--- src/sv/i2cbe_pkg.sv ---
// Shared definitions for the I2C master bit engine.
// Command codes, field widths and the shifter control bundle.
// No dependencies.
package i2cbe_pkg;

    // Data bits in one byte transfer
    localparam int BITS_PER_BYTE_DEF = 8;

    // Width of the hold time register
    localparam int HOLD_W = 10;
    localparam logic [HOLD_W-1:0] HOLD_RESET = 10'd7;

    // Command codes
    localparam int CMD_W = 3;
    localparam logic [CMD_W-1:0] CMD_START = 3'd0;
    localparam logic [CMD_W-1:0] CMD_STOP  = 3'd1;
    localparam logic [CMD_W-1:0] CMD_WRITE = 3'd2;
    localparam logic [CMD_W-1:0] CMD_READ  = 3'd3;
    localparam logic [CMD_W-1:0] CMD_SACK  = 3'd4;
    localparam logic [CMD_W-1:0] CMD_RACK  = 3'd5;

    // Control bundle from the sequencer to the bit shifter
    typedef struct packed {
        logic load;      // load transmit byte, clear receive byte
        logic shift_tx;  // advance transmit byte by one bit
        logic shift_rx;  // take one bit into the receive byte
    } t_shift_ctrl;

endpackage

--- src/sv/i2c_master_bit_engine.sv ---
// Top level of the I2C master bit engine: command sequencer, pin state,
// result register and hold time register.
// Depends on i2cbe_pkg, i2cbe_shifter and i2cbe_hold_timer.
//
//  channel | signals                                   | direction
//  --------+-------------------------------------------+----------
//  in      | i_in_valid/o_in_ready, command and fields | request in
//  out     | o_out_valid/i_out_ready, pin levels etc.  | result out
//  cfg     | i_cfg_valid/o_cfg_ready, i_cfg_data       | hold_ticks write
//
// One command request at a time. Each pin write is formed in ST_STEP, waits
// in the result register until taken, then holds in the hold timer for the
// hold_ticks window. A command makes 4, 3, 24, 17 or 3 pin writes (start,
// stop, write, read, either ack). Commands 6 and 7 are accepted but give no
// result. Reset releases both lines and loads hold_ticks with 7.
// A stalled output freezes the sequencer; the cfg port is always ready.
module i2c_master_bit_engine
    import i2cbe_pkg::*;
#(
    parameter int BITS_PER_BYTE = BITS_PER_BYTE_DEF
) (
    input  logic                     i_clk,
    input  logic                     i_rst_n,
    // command requests
    input  logic                     i_in_valid,
    output logic                     o_in_ready,
    input  logic [CMD_W-1:0]         i_command,
    input  logic [BITS_PER_BYTE-1:0] i_write_data,
    input  logic                     i_ack_out,
    input  logic [BITS_PER_BYTE-1:0] i_bus_bits,
    input  logic                     i_bus_ack,
    // results
    output logic                     o_out_valid,
    input  logic                     i_out_ready,
    output logic                     o_scl_level,
    output logic                     o_sda_level,
    output logic [BITS_PER_BYTE-1:0] o_read_data,
    output logic                     o_ack_in,
    output logic                     o_last,
    // hold time register
    input  logic                     i_cfg_valid,
    output logic                     o_cfg_ready,
    input  logic [HOLD_W-1:0]        i_cfg_data
);

    localparam int BIT_W = $clog2(BITS_PER_BYTE);
    localparam logic [BIT_W-1:0] BIT_LAST = BIT_W'(BITS_PER_BYTE - 1);

    // Sequencer states
    localparam logic [1:0] ST_IDLE = 2'd0;
    localparam logic [1:0] ST_STEP = 2'd1;
    localparam logic [1:0] ST_EMIT = 2'd2;
    localparam logic [1:0] ST_HOLD = 2'd3;

    // Pin write slots within a command
    localparam logic [1:0] PH_A = 2'd0;
    localparam logic [1:0] PH_B = 2'd1;
    localparam logic [1:0] PH_C = 2'd2;
    localparam logic [1:0] PH_D = 2'd3;

    logic [1:0]               r_state, n_state;
    logic [1:0]               r_phase, n_phase;
    logic [BIT_W-1:0]         r_bit, n_bit;
    logic [CMD_W-1:0]         r_cmd;
    logic                     r_ack_out;
    logic                     r_bus_ack;
    logic [HOLD_W-1:0]        r_hold_ticks;
    logic                     r_scl, n_scl;
    logic                     r_sda, n_sda;
    logic [BITS_PER_BYTE-1:0] r_rd, n_rd;
    logic                     r_ack, n_ack;
    logic                     r_last, n_last;

    logic                     in_acc;
    logic                     out_acc;
    logic                     cmd_known;
    logic                     tx_msb;
    logic [BITS_PER_BYTE-1:0] rx_data;
    logic                     hold_expire;
    t_shift_ctrl              shift_ctrl;

    assign in_acc    = i_in_valid && o_in_ready;
    assign out_acc   = o_out_valid && i_out_ready;
    assign cmd_known = i_command inside {[CMD_START:CMD_RACK]};

    // Decode the current pin write and step the slot counters
    always_comb begin
        n_state  = r_state;
        n_phase  = r_phase;
        n_bit    = r_bit;
        n_scl    = r_scl;
        n_sda    = r_sda;
        n_rd     = r_rd;
        n_ack    = r_ack;
        n_last   = r_last;
        shift_ctrl = '0;
        case (r_state)
            ST_IDLE: begin
                if (in_acc && cmd_known) begin
                    shift_ctrl.load = 1'b1;
                    n_phase = PH_A;
                    n_bit   = '0;
                    n_state = ST_STEP;
                end
            end
            ST_STEP: begin
                n_rd    = '0;
                n_ack   = 1'b0;
                n_last  = 1'b0;
                n_phase = r_phase + 2'd1;
                n_state = ST_EMIT;
                case (r_cmd)
                    CMD_START: begin
                        case (r_phase)
                            PH_A: n_sda = 1'b1;
                            PH_B: n_scl = 1'b1;
                            PH_C: n_sda = 1'b0;
                            PH_D: begin
                                n_scl  = 1'b0;
                                n_last = 1'b1;
                            end
                            default: n_last = 1'b1;
                        endcase
                    end
                    CMD_STOP: begin
                        case (r_phase)
                            PH_A: n_sda = 1'b0;
                            PH_B: n_scl = 1'b1;
                            default: begin
                                n_sda  = 1'b1;
                                n_last = 1'b1;
                            end
                        endcase
                    end
                    CMD_WRITE: begin
                        case (r_phase)
                            PH_A: n_sda = tx_msb;
                            PH_B: n_scl = 1'b1;
                            default: begin
                                n_scl = 1'b0;
                                shift_ctrl.shift_tx = 1'b1;
                                n_phase = PH_A;
                                n_bit   = r_bit + BIT_W'(1);
                                n_last  = (r_bit == BIT_LAST);
                            end
                        endcase
                    end
                    CMD_READ: begin
                        case (r_phase)
                            PH_A: n_sda = 1'b1;
                            PH_B: begin
                                // sample the bus bit while SCL is high
                                n_scl = 1'b1;
                                shift_ctrl.shift_tx = 1'b1;
                                shift_ctrl.shift_rx = 1'b1;
                            end
                            default: begin
                                n_scl   = 1'b0;
                                n_phase = PH_B;
                                n_bit   = r_bit + BIT_W'(1);
                                n_last  = (r_bit == BIT_LAST);
                                n_rd    = (r_bit == BIT_LAST) ? rx_data : '0;
                            end
                        endcase
                    end
                    CMD_SACK, CMD_RACK: begin
                        case (r_phase)
                            PH_A: n_sda = (r_cmd == CMD_SACK) ? r_ack_out : 1'b1;
                            PH_B: n_scl = 1'b1;
                            default: begin
                                n_scl  = 1'b0;
                                n_last = 1'b1;
                                n_ack  = (r_cmd == CMD_RACK) ? r_bus_ack : 1'b0;
                            end
                        endcase
                    end
                    default: n_state = ST_IDLE;
                endcase
            end
            ST_EMIT: begin
                if (out_acc) begin
                    n_state = ST_HOLD;
                end
            end
            ST_HOLD: begin
                if (hold_expire) begin
                    n_state = r_last ? ST_IDLE : ST_STEP;
                end
            end
            default: n_state = ST_IDLE;
        endcase
    end

    // Control state and pin levels
    always_ff @(posedge i_clk) begin
        if (!i_rst_n) begin
            r_state      <= ST_IDLE;
            r_phase      <= PH_A;
            r_bit        <= '0;
            r_scl        <= 1'b1;
            r_sda        <= 1'b1;
            r_last       <= 1'b0;
            r_hold_ticks <= HOLD_RESET;
        end else begin
            r_state <= n_state;
            r_phase <= n_phase;
            r_bit   <= n_bit;
            r_scl   <= n_scl;
            r_sda   <= n_sda;
            r_last  <= n_last;
            if (i_cfg_valid && o_cfg_ready) begin
                r_hold_ticks <= i_cfg_data;
            end
        end
    end

    // Latch the request fields and the result payload
    always_ff @(posedge i_clk) begin
        if (in_acc) begin
            r_cmd     <= i_command;
            r_ack_out <= i_ack_out;
            r_bus_ack <= i_bus_ack;
        end
        r_rd  <= n_rd;
        r_ack <= n_ack;
    end

    i2cbe_shifter #(
        .BITS_PER_BYTE(BITS_PER_BYTE)
    ) u_shifter (
        .i_clk      (i_clk),
        .i_ctrl     (shift_ctrl),
        .i_load_data((i_command == CMD_READ) ? i_bus_bits : i_write_data),
        .i_rx_bit   (tx_msb),
        .o_tx_msb   (tx_msb),
        .o_rx_data  (rx_data)
    );

    i2cbe_hold_timer u_hold_timer (
        .i_clk   (i_clk),
        .i_rst_n (i_rst_n),
        .i_load  (out_acc),
        .i_ticks (r_hold_ticks),
        .o_expire(hold_expire)
    );

    assign o_in_ready  = (r_state == ST_IDLE);
    assign o_out_valid = (r_state == ST_EMIT);
    assign o_cfg_ready = 1'b1;
    assign o_scl_level = r_scl;
    assign o_sda_level = r_sda;
    assign o_read_data = r_rd;
    assign o_ack_in    = r_ack;
    assign o_last      = r_last;

    // A taken result always starts a hold window
    a_hold_after_out: assert property (@(posedge i_clk) disable iff (!i_rst_n)
        out_acc |=> (r_state == ST_HOLD))
        else $error("result taken without hold window");

    // A known command always starts forming a pin write
    a_step_after_in: assert property (@(posedge i_clk) disable iff (!i_rst_n)
        (in_acc && cmd_known) |=> (r_state == ST_STEP))
        else $error("accepted command did not start");

    // Read data only on the final write of a read command
    a_rd_on_last: assert property (@(posedge i_clk) disable iff (!i_rst_n)
        (o_out_valid && (o_read_data != '0)) |-> (o_last && r_cmd == CMD_READ))
        else $error("read data outside last read result");

    // Ack bit only on the final write of receive ack
    a_ack_on_last: assert property (@(posedge i_clk) disable iff (!i_rst_n)
        (o_out_valid && o_ack_in) |-> (o_last && r_cmd == CMD_RACK))
        else $error("ack outside last receive ack result");

    // Pins move only while a write is being formed
    a_pins_stable: assert property (@(posedge i_clk) disable iff (!i_rst_n)
        ($past(r_state) != ST_STEP && $past(i_rst_n)) |->
            ($stable(r_scl) && $stable(r_sda)))
        else $error("pin level changed outside a write");

endmodule

--- src/sv/i2cbe_shifter.sv ---
// Bit shifter of the I2C master bit engine: one transmit and one receive
// register, each moved by one bit per request from the sequencer.
// Depends on i2cbe_pkg.
module i2cbe_shifter
    import i2cbe_pkg::*;
#(
    parameter int BITS_PER_BYTE = BITS_PER_BYTE_DEF
) (
    input  logic                     i_clk,
    input  t_shift_ctrl              i_ctrl,
    input  logic [BITS_PER_BYTE-1:0] i_load_data,
    input  logic                     i_rx_bit,
    output logic                     o_tx_msb,
    output logic [BITS_PER_BYTE-1:0] o_rx_data
);

    logic [BITS_PER_BYTE-1:0] r_tx;
    logic [BITS_PER_BYTE-1:0] r_rx;

    // Load on a new command, then shift MSB first
    always_ff @(posedge i_clk) begin
        if (i_ctrl.load) begin
            r_tx <= i_load_data;
            r_rx <= '0;
        end else begin
            if (i_ctrl.shift_tx) begin
                r_tx <= {r_tx[BITS_PER_BYTE-2:0], 1'b0};
            end
            if (i_ctrl.shift_rx) begin
                r_rx <= {r_rx[BITS_PER_BYTE-2:0], i_rx_bit};
            end
        end
    end

    assign o_tx_msb  = r_tx[BITS_PER_BYTE-1];
    assign o_rx_data = r_rx;

endmodule

--- src/sv/i2cbe_hold_timer.sv ---
// Hold timer of the I2C master bit engine: counts down the hold time
// that follows every pin write.
// Depends on i2cbe_pkg.
module i2cbe_hold_timer
    import i2cbe_pkg::*;
(
    input  logic              i_clk,
    input  logic              i_rst_n,
    input  logic              i_load,
    input  logic [HOLD_W-1:0] i_ticks,
    output logic              o_expire
);

    logic [HOLD_W-1:0] r_count;
    logic [HOLD_W-1:0] n_count;

    // Load on request, otherwise count down and stop at zero
    always_comb begin
        n_count = r_count;
        if (i_load) begin
            n_count = i_ticks;
        end else if (r_count != '0) begin
            n_count = r_count - HOLD_W'(1);
        end
    end

    always_ff @(posedge i_clk) begin
        if (!i_rst_n) begin
            r_count <= '0;
        end else begin
            r_count <= n_count;
        end
    end

    // Last cycle of the hold window
    assign o_expire = (r_count <= HOLD_W'(1));

endmodule
--- config.mk ---
export PLATFORM = sky130hd
export DESIGN_NAME = i2c_master_bit_engine
export DESIGN_NICKNAME = d
export VERILOG_FILES = /design/src/sv/i2cbe_pkg.sv /design/src/sv/i2c_master_bit_engine.sv /design/src/sv/i2cbe_shifter.sv /design/src/sv/i2cbe_hold_timer.sv
export SDC_FILE = /design/constraint.sdc
export NUM_CORES = 1
export LEC_CHECK = 0
export BUFFER_PORTS_ARGS = -buffer_cell sky130_fd_sc_hd__buf_2
export CAP_MARGIN = 25
export CORE_ASPECT_RATIO = 0.5
export CORE_UTILIZATION = 50
export DETAILED_ROUTE_END_ITERATION = 12
export PLACE_DENSITY_LB_ADDON = 0.15
export SLEW_MARGIN = 20
export SYNTH_ARGS = -nofsm -noshare
export SYNTH_HDL_FRONTEND = slang
export SYNTH_SLANG_ARGS = --single-unit
export TNS_END_PERCENT = 10
--- constraint.sdc ---
create_clock -name i_clk -period 4.3 [get_ports i_clk]
set_input_delay 0.43 -clock i_clk [delete_from_list [all_inputs] [get_ports i_clk]]
set_output_delay 0.43 -clock i_clk [all_outputs]
set_load 0.1 [all_outputs]
==> summary.md <==
| Metric | Value |
|---|---|
| Root Buffer | `clkbuf_16` |
| Fin Hold WS | `0.2777 ns` |
| Status | `finished, final reports clean` |
| Largest stage delay, worst path | `0.57 ns` |
| Horiz. Die Dim | `110.5 µm` |
| Final HPWL DP | `3890 µm` |
| Worst Setup Start Kind | `register` |
| Async set or reset register ratio after synthesis | `0%` |
| DRT Pass-1 Iters | `4` |
| Synth Instances | `294` |
| # clock sinks | `60` |
| CP Buf/Inv Count | `1` |
| WS Path Type | `reg2reg` |
| Switching share of power | `33.78%` |
| Static leakage | `1.445 nW` |
| Sequential share of power | `39.8%` |
| Tcrit/Tclk final | `53.98%` |
| # rows | `19` |
| Fin worst setup slack | `1.979 ns` |
| Endpoints failing hold | `0` |
| Core Box Area | `5587 µm²` |
| Min Tclk post-route | `2.321 ns` |
| Post-route DRC | `0` |
| Max IR drop VDD | `396.6 µV` |
| Yosys warning count | `0` |
| Gp weighted congestion | `0.8617` |
| Die Ht | `56.25 µm` |
| Power per cell area | `542.0 nW/µm²` |
| Max-Cap Viols | `0` |
| Initial antenna violation count | `0` |
| Global-route wire length before repair | `9439 µm` |
| Top FF cell, synth | `dfxtp_1` |
| Pint | `1.244 mW` |
| CTS resizes | `0` |
| Cts hold-fix bufs | `0` |
| Flop-to-flop setup slack | `1.98 ns` |
| Largest delay share family, worst path | `simple AND/OR/NAND/NOR gates` |
| Post-Route WL | `5523 µm` |
| Net Count, Synth | `341` |
| Yosys cell types | `48` |
| Worst-margin pin slew | `0.6480 ns` |
| Placed inst area | `3211 µm²` |
| PortBufs | `49` |
| Number of global-route vias before repair | `2085` |
| Yosys reg bits | `60` |
| Post CTS Setup Buffer Count | `0` |
| H-tree levels | `3` |
| WP data required | `4.26 ns` |
| CP max stage cell | `or4_4` |
| Post-route cell area | `3466 µm²` |
| Clk slew on worst S/H paths | `0.05 ns` |
| RSZ-0062 raised after global routing | `no` |
| Final nets | `385` |
| Min-Delay Path Class | `in2reg` |
| I/O pin cnt | `51` |
| Register area share after synthesis | `48.30%` |
| Die area | `6215 µm²` |
| Count of pins over their slew limit | `0` |
| Clock power share | `32.5%` |
| Rel. slew slack | `56.56%` |
| Crit-path cells | `inv_1 > ha_1 > or4_4 > o21ai_1` |
| Vias per cell | `5.315` |
| Final core occ | `62.04%` |
| Synthesized area | `2943 µm²` |
| FMAX | `430.8 MHz` |
| Placed cell count | `400` |
| Synthesized area per cell | `10.01 µm²` |
| Clk_lat worst skew | `0.33 ns` |
| Post-synth EDFFs | `22` |
| Comb power frac | `27.7%` |
| Post-Place Worst Slack | `1.928 ns` |
| Critical Path AT | `2.28 ns` |
| Iteration-0 DRC Markers | `123` |
| Grt ovf | `0` |
| Total power | `1.879 mW` |
| Layout area overhead | `17.77%` |
| Total CTS buffers | `9` |
| Routed Antenna Nets | `0` |
| Crit-path max FO | `10` |
| Vias | `2211` |
| Net Sw Power | `0.6346 mW` |
| CTS tree | `built` |
| ANT cells | `0` |
| Initial Utilization | `52.68%` |
| Final setup TNS | `0 ns` |
| Crit path capture type | `register` |
| GRT Overall Usage | `19.73%` |
| WL/cell | `13.28 µm` |
| Fraction of layout cells with a size suffix above 1 | `20.70%` |
| CTS Buffer Depth | `2` |
| Clock skew | `0.008002 ns` |
| Final setup vio count | `0` |
| Final non-filler cell total | `416` |
| Largest net degree at the start of global routing | `27` |
==> final cells by class <==
class / count / area (µm²)
inverters: 9 / 33.78
clock buffers: 12 / 236.5
repair buffers: 50 / 252.7
multi-input cells: 208 / 1411
well taps: 73 / 91.34
flip-flops and latches: 60 / 1421
fillers: 469 / 2121
clock inverters: 4 / 18.77
==> metal layers <==
metal	vias to the layer above	share of wire (%)	global-route usage (%)
met5	-	0	0
li1	1128	-	-
met2	65	46	32.30
met1	1010	46	23.24
met3	8	6.5	7.667
met4	0	0.98	8.952
==> synthesized netlist by cell type, types with 2 or more instances <==
master	n	area share, %
a211oi_1	7	1.8
a21boi_0	3	0.77
a21oi_1	7	1.2
a221oi_1	2	0.60
and2_1	11	2.3
buf_2	4	0.68
buf_4	2	0.51
clkbuf_1	11	1.4
dfxtp_1	38	26
edfxtp_1	22	22
ha_1	11	4.7
inv_1	9	1.1
mux2i_1	28	9.5
nand2_1	25	3.2
nand2b_1	4	0.85
nand3_1	11	1.9
nand4b_1	2	0.60
nor2_1	31	4.0
nor2b_1	9	1.9
nor3_1	5	0.85
o211ai_1	5	1.3
o21ai_0	14	2.4
o32a_1	3	1.0
xnor2_1	2	0.60
xor2_1	5	1.5
==> logic make-up (layout without fill, tap and decap cells) <==
logic type                 Yosys count  in the layout  synth area share (%)
adders and majority gates           11             11                 4.677
xor gates and xnor gates             7              7                 2.083
AOI/OAI and AO/OA                   50             50                 11.95
muxes                               28             28                 9.524
other                                1              1                0.1274
DFF                                 60             60                 48.30
and+or+nand+nor                    111            111                 19.60
buffers and inverters               26             75                 3.741
==> power by group through the flow <==
stage	clock network (mW)	logic, mW	registers (mW)
detailed placement	0	0.518	0.758
global placement	0	0.511	0.756
floorplan	0	0.361	0.815
global route	0.651	0.574	0.759
CTS	0.626	0.523	0.748
finish	0.611	0.520	0.748
==> registers in the layout, summed over array words and instances (netlist names), named ones only <==
name,count
r_state,1
r_ack_out,1
u_hold_timer.r_count,10
o_ack_in,1
r_bus_ack,1
u_shifter.o_rx_data,8
o_last,1
u_shifter.r_tx,8
r_hold_ticks,10
r_phase,2
o_sda_level,1
o_read_data,8
r_cmd,3
o_scl_level,1
r_bit,3
==> final timing paths <==
path | start | end | cells past startpoint
min reg2reg | r_hold_ticks[0] | r_hold_ticks[0] | 2
max reg2reg | r_phase[0] | u_shifter.r_tx[6] | 4
max | r_phase[0] | u_shifter.r_tx[6] | 4
min | i_bus_ack | r_bus_ack | 1
==> layout by cell type, fill, tap and decap left out, types with 2 or more instances in the layout <==
| cell type | Yosys | routed |
|---|---|---|
| a211oi_1 | 7 | 7 |
| a21boi_0 | 3 | 3 |
| a21oi_1 | 7 | 7 |
| a221oi_1 | 2 | 2 |
| and2_1 | 11 | 11 |
| buf_2 | 4 | 49 |
| clkbuf_1 | 11 | 3 |
| clkbuf_16 | 0 | 9 |
| clkinv_2 | 0 | 3 |
| dfxtp_1 | 38 | 38 |
| edfxtp_1 | 22 | 22 |
| ha_1 | 11 | 11 |
| inv_1 | 9 | 9 |
| mux2i_1 | 28 | 28 |
| nand2_1 | 25 | 25 |
| nand2b_1 | 4 | 4 |
| nand3_1 | 11 | 11 |
| nand4b_1 | 2 | 2 |
| nor2_1 | 31 | 31 |
| nor2b_1 | 9 | 9 |
| nor3_1 | 5 | 5 |
| o211ai_1 | 5 | 5 |
| o21ai_0 | 14 | 14 |
| o32a_1 | 3 | 3 |
| xnor2_1 | 2 | 2 |
| xor2_1 | 5 | 5 |
No activity file was read; power rests on OpenSTA's default activity.
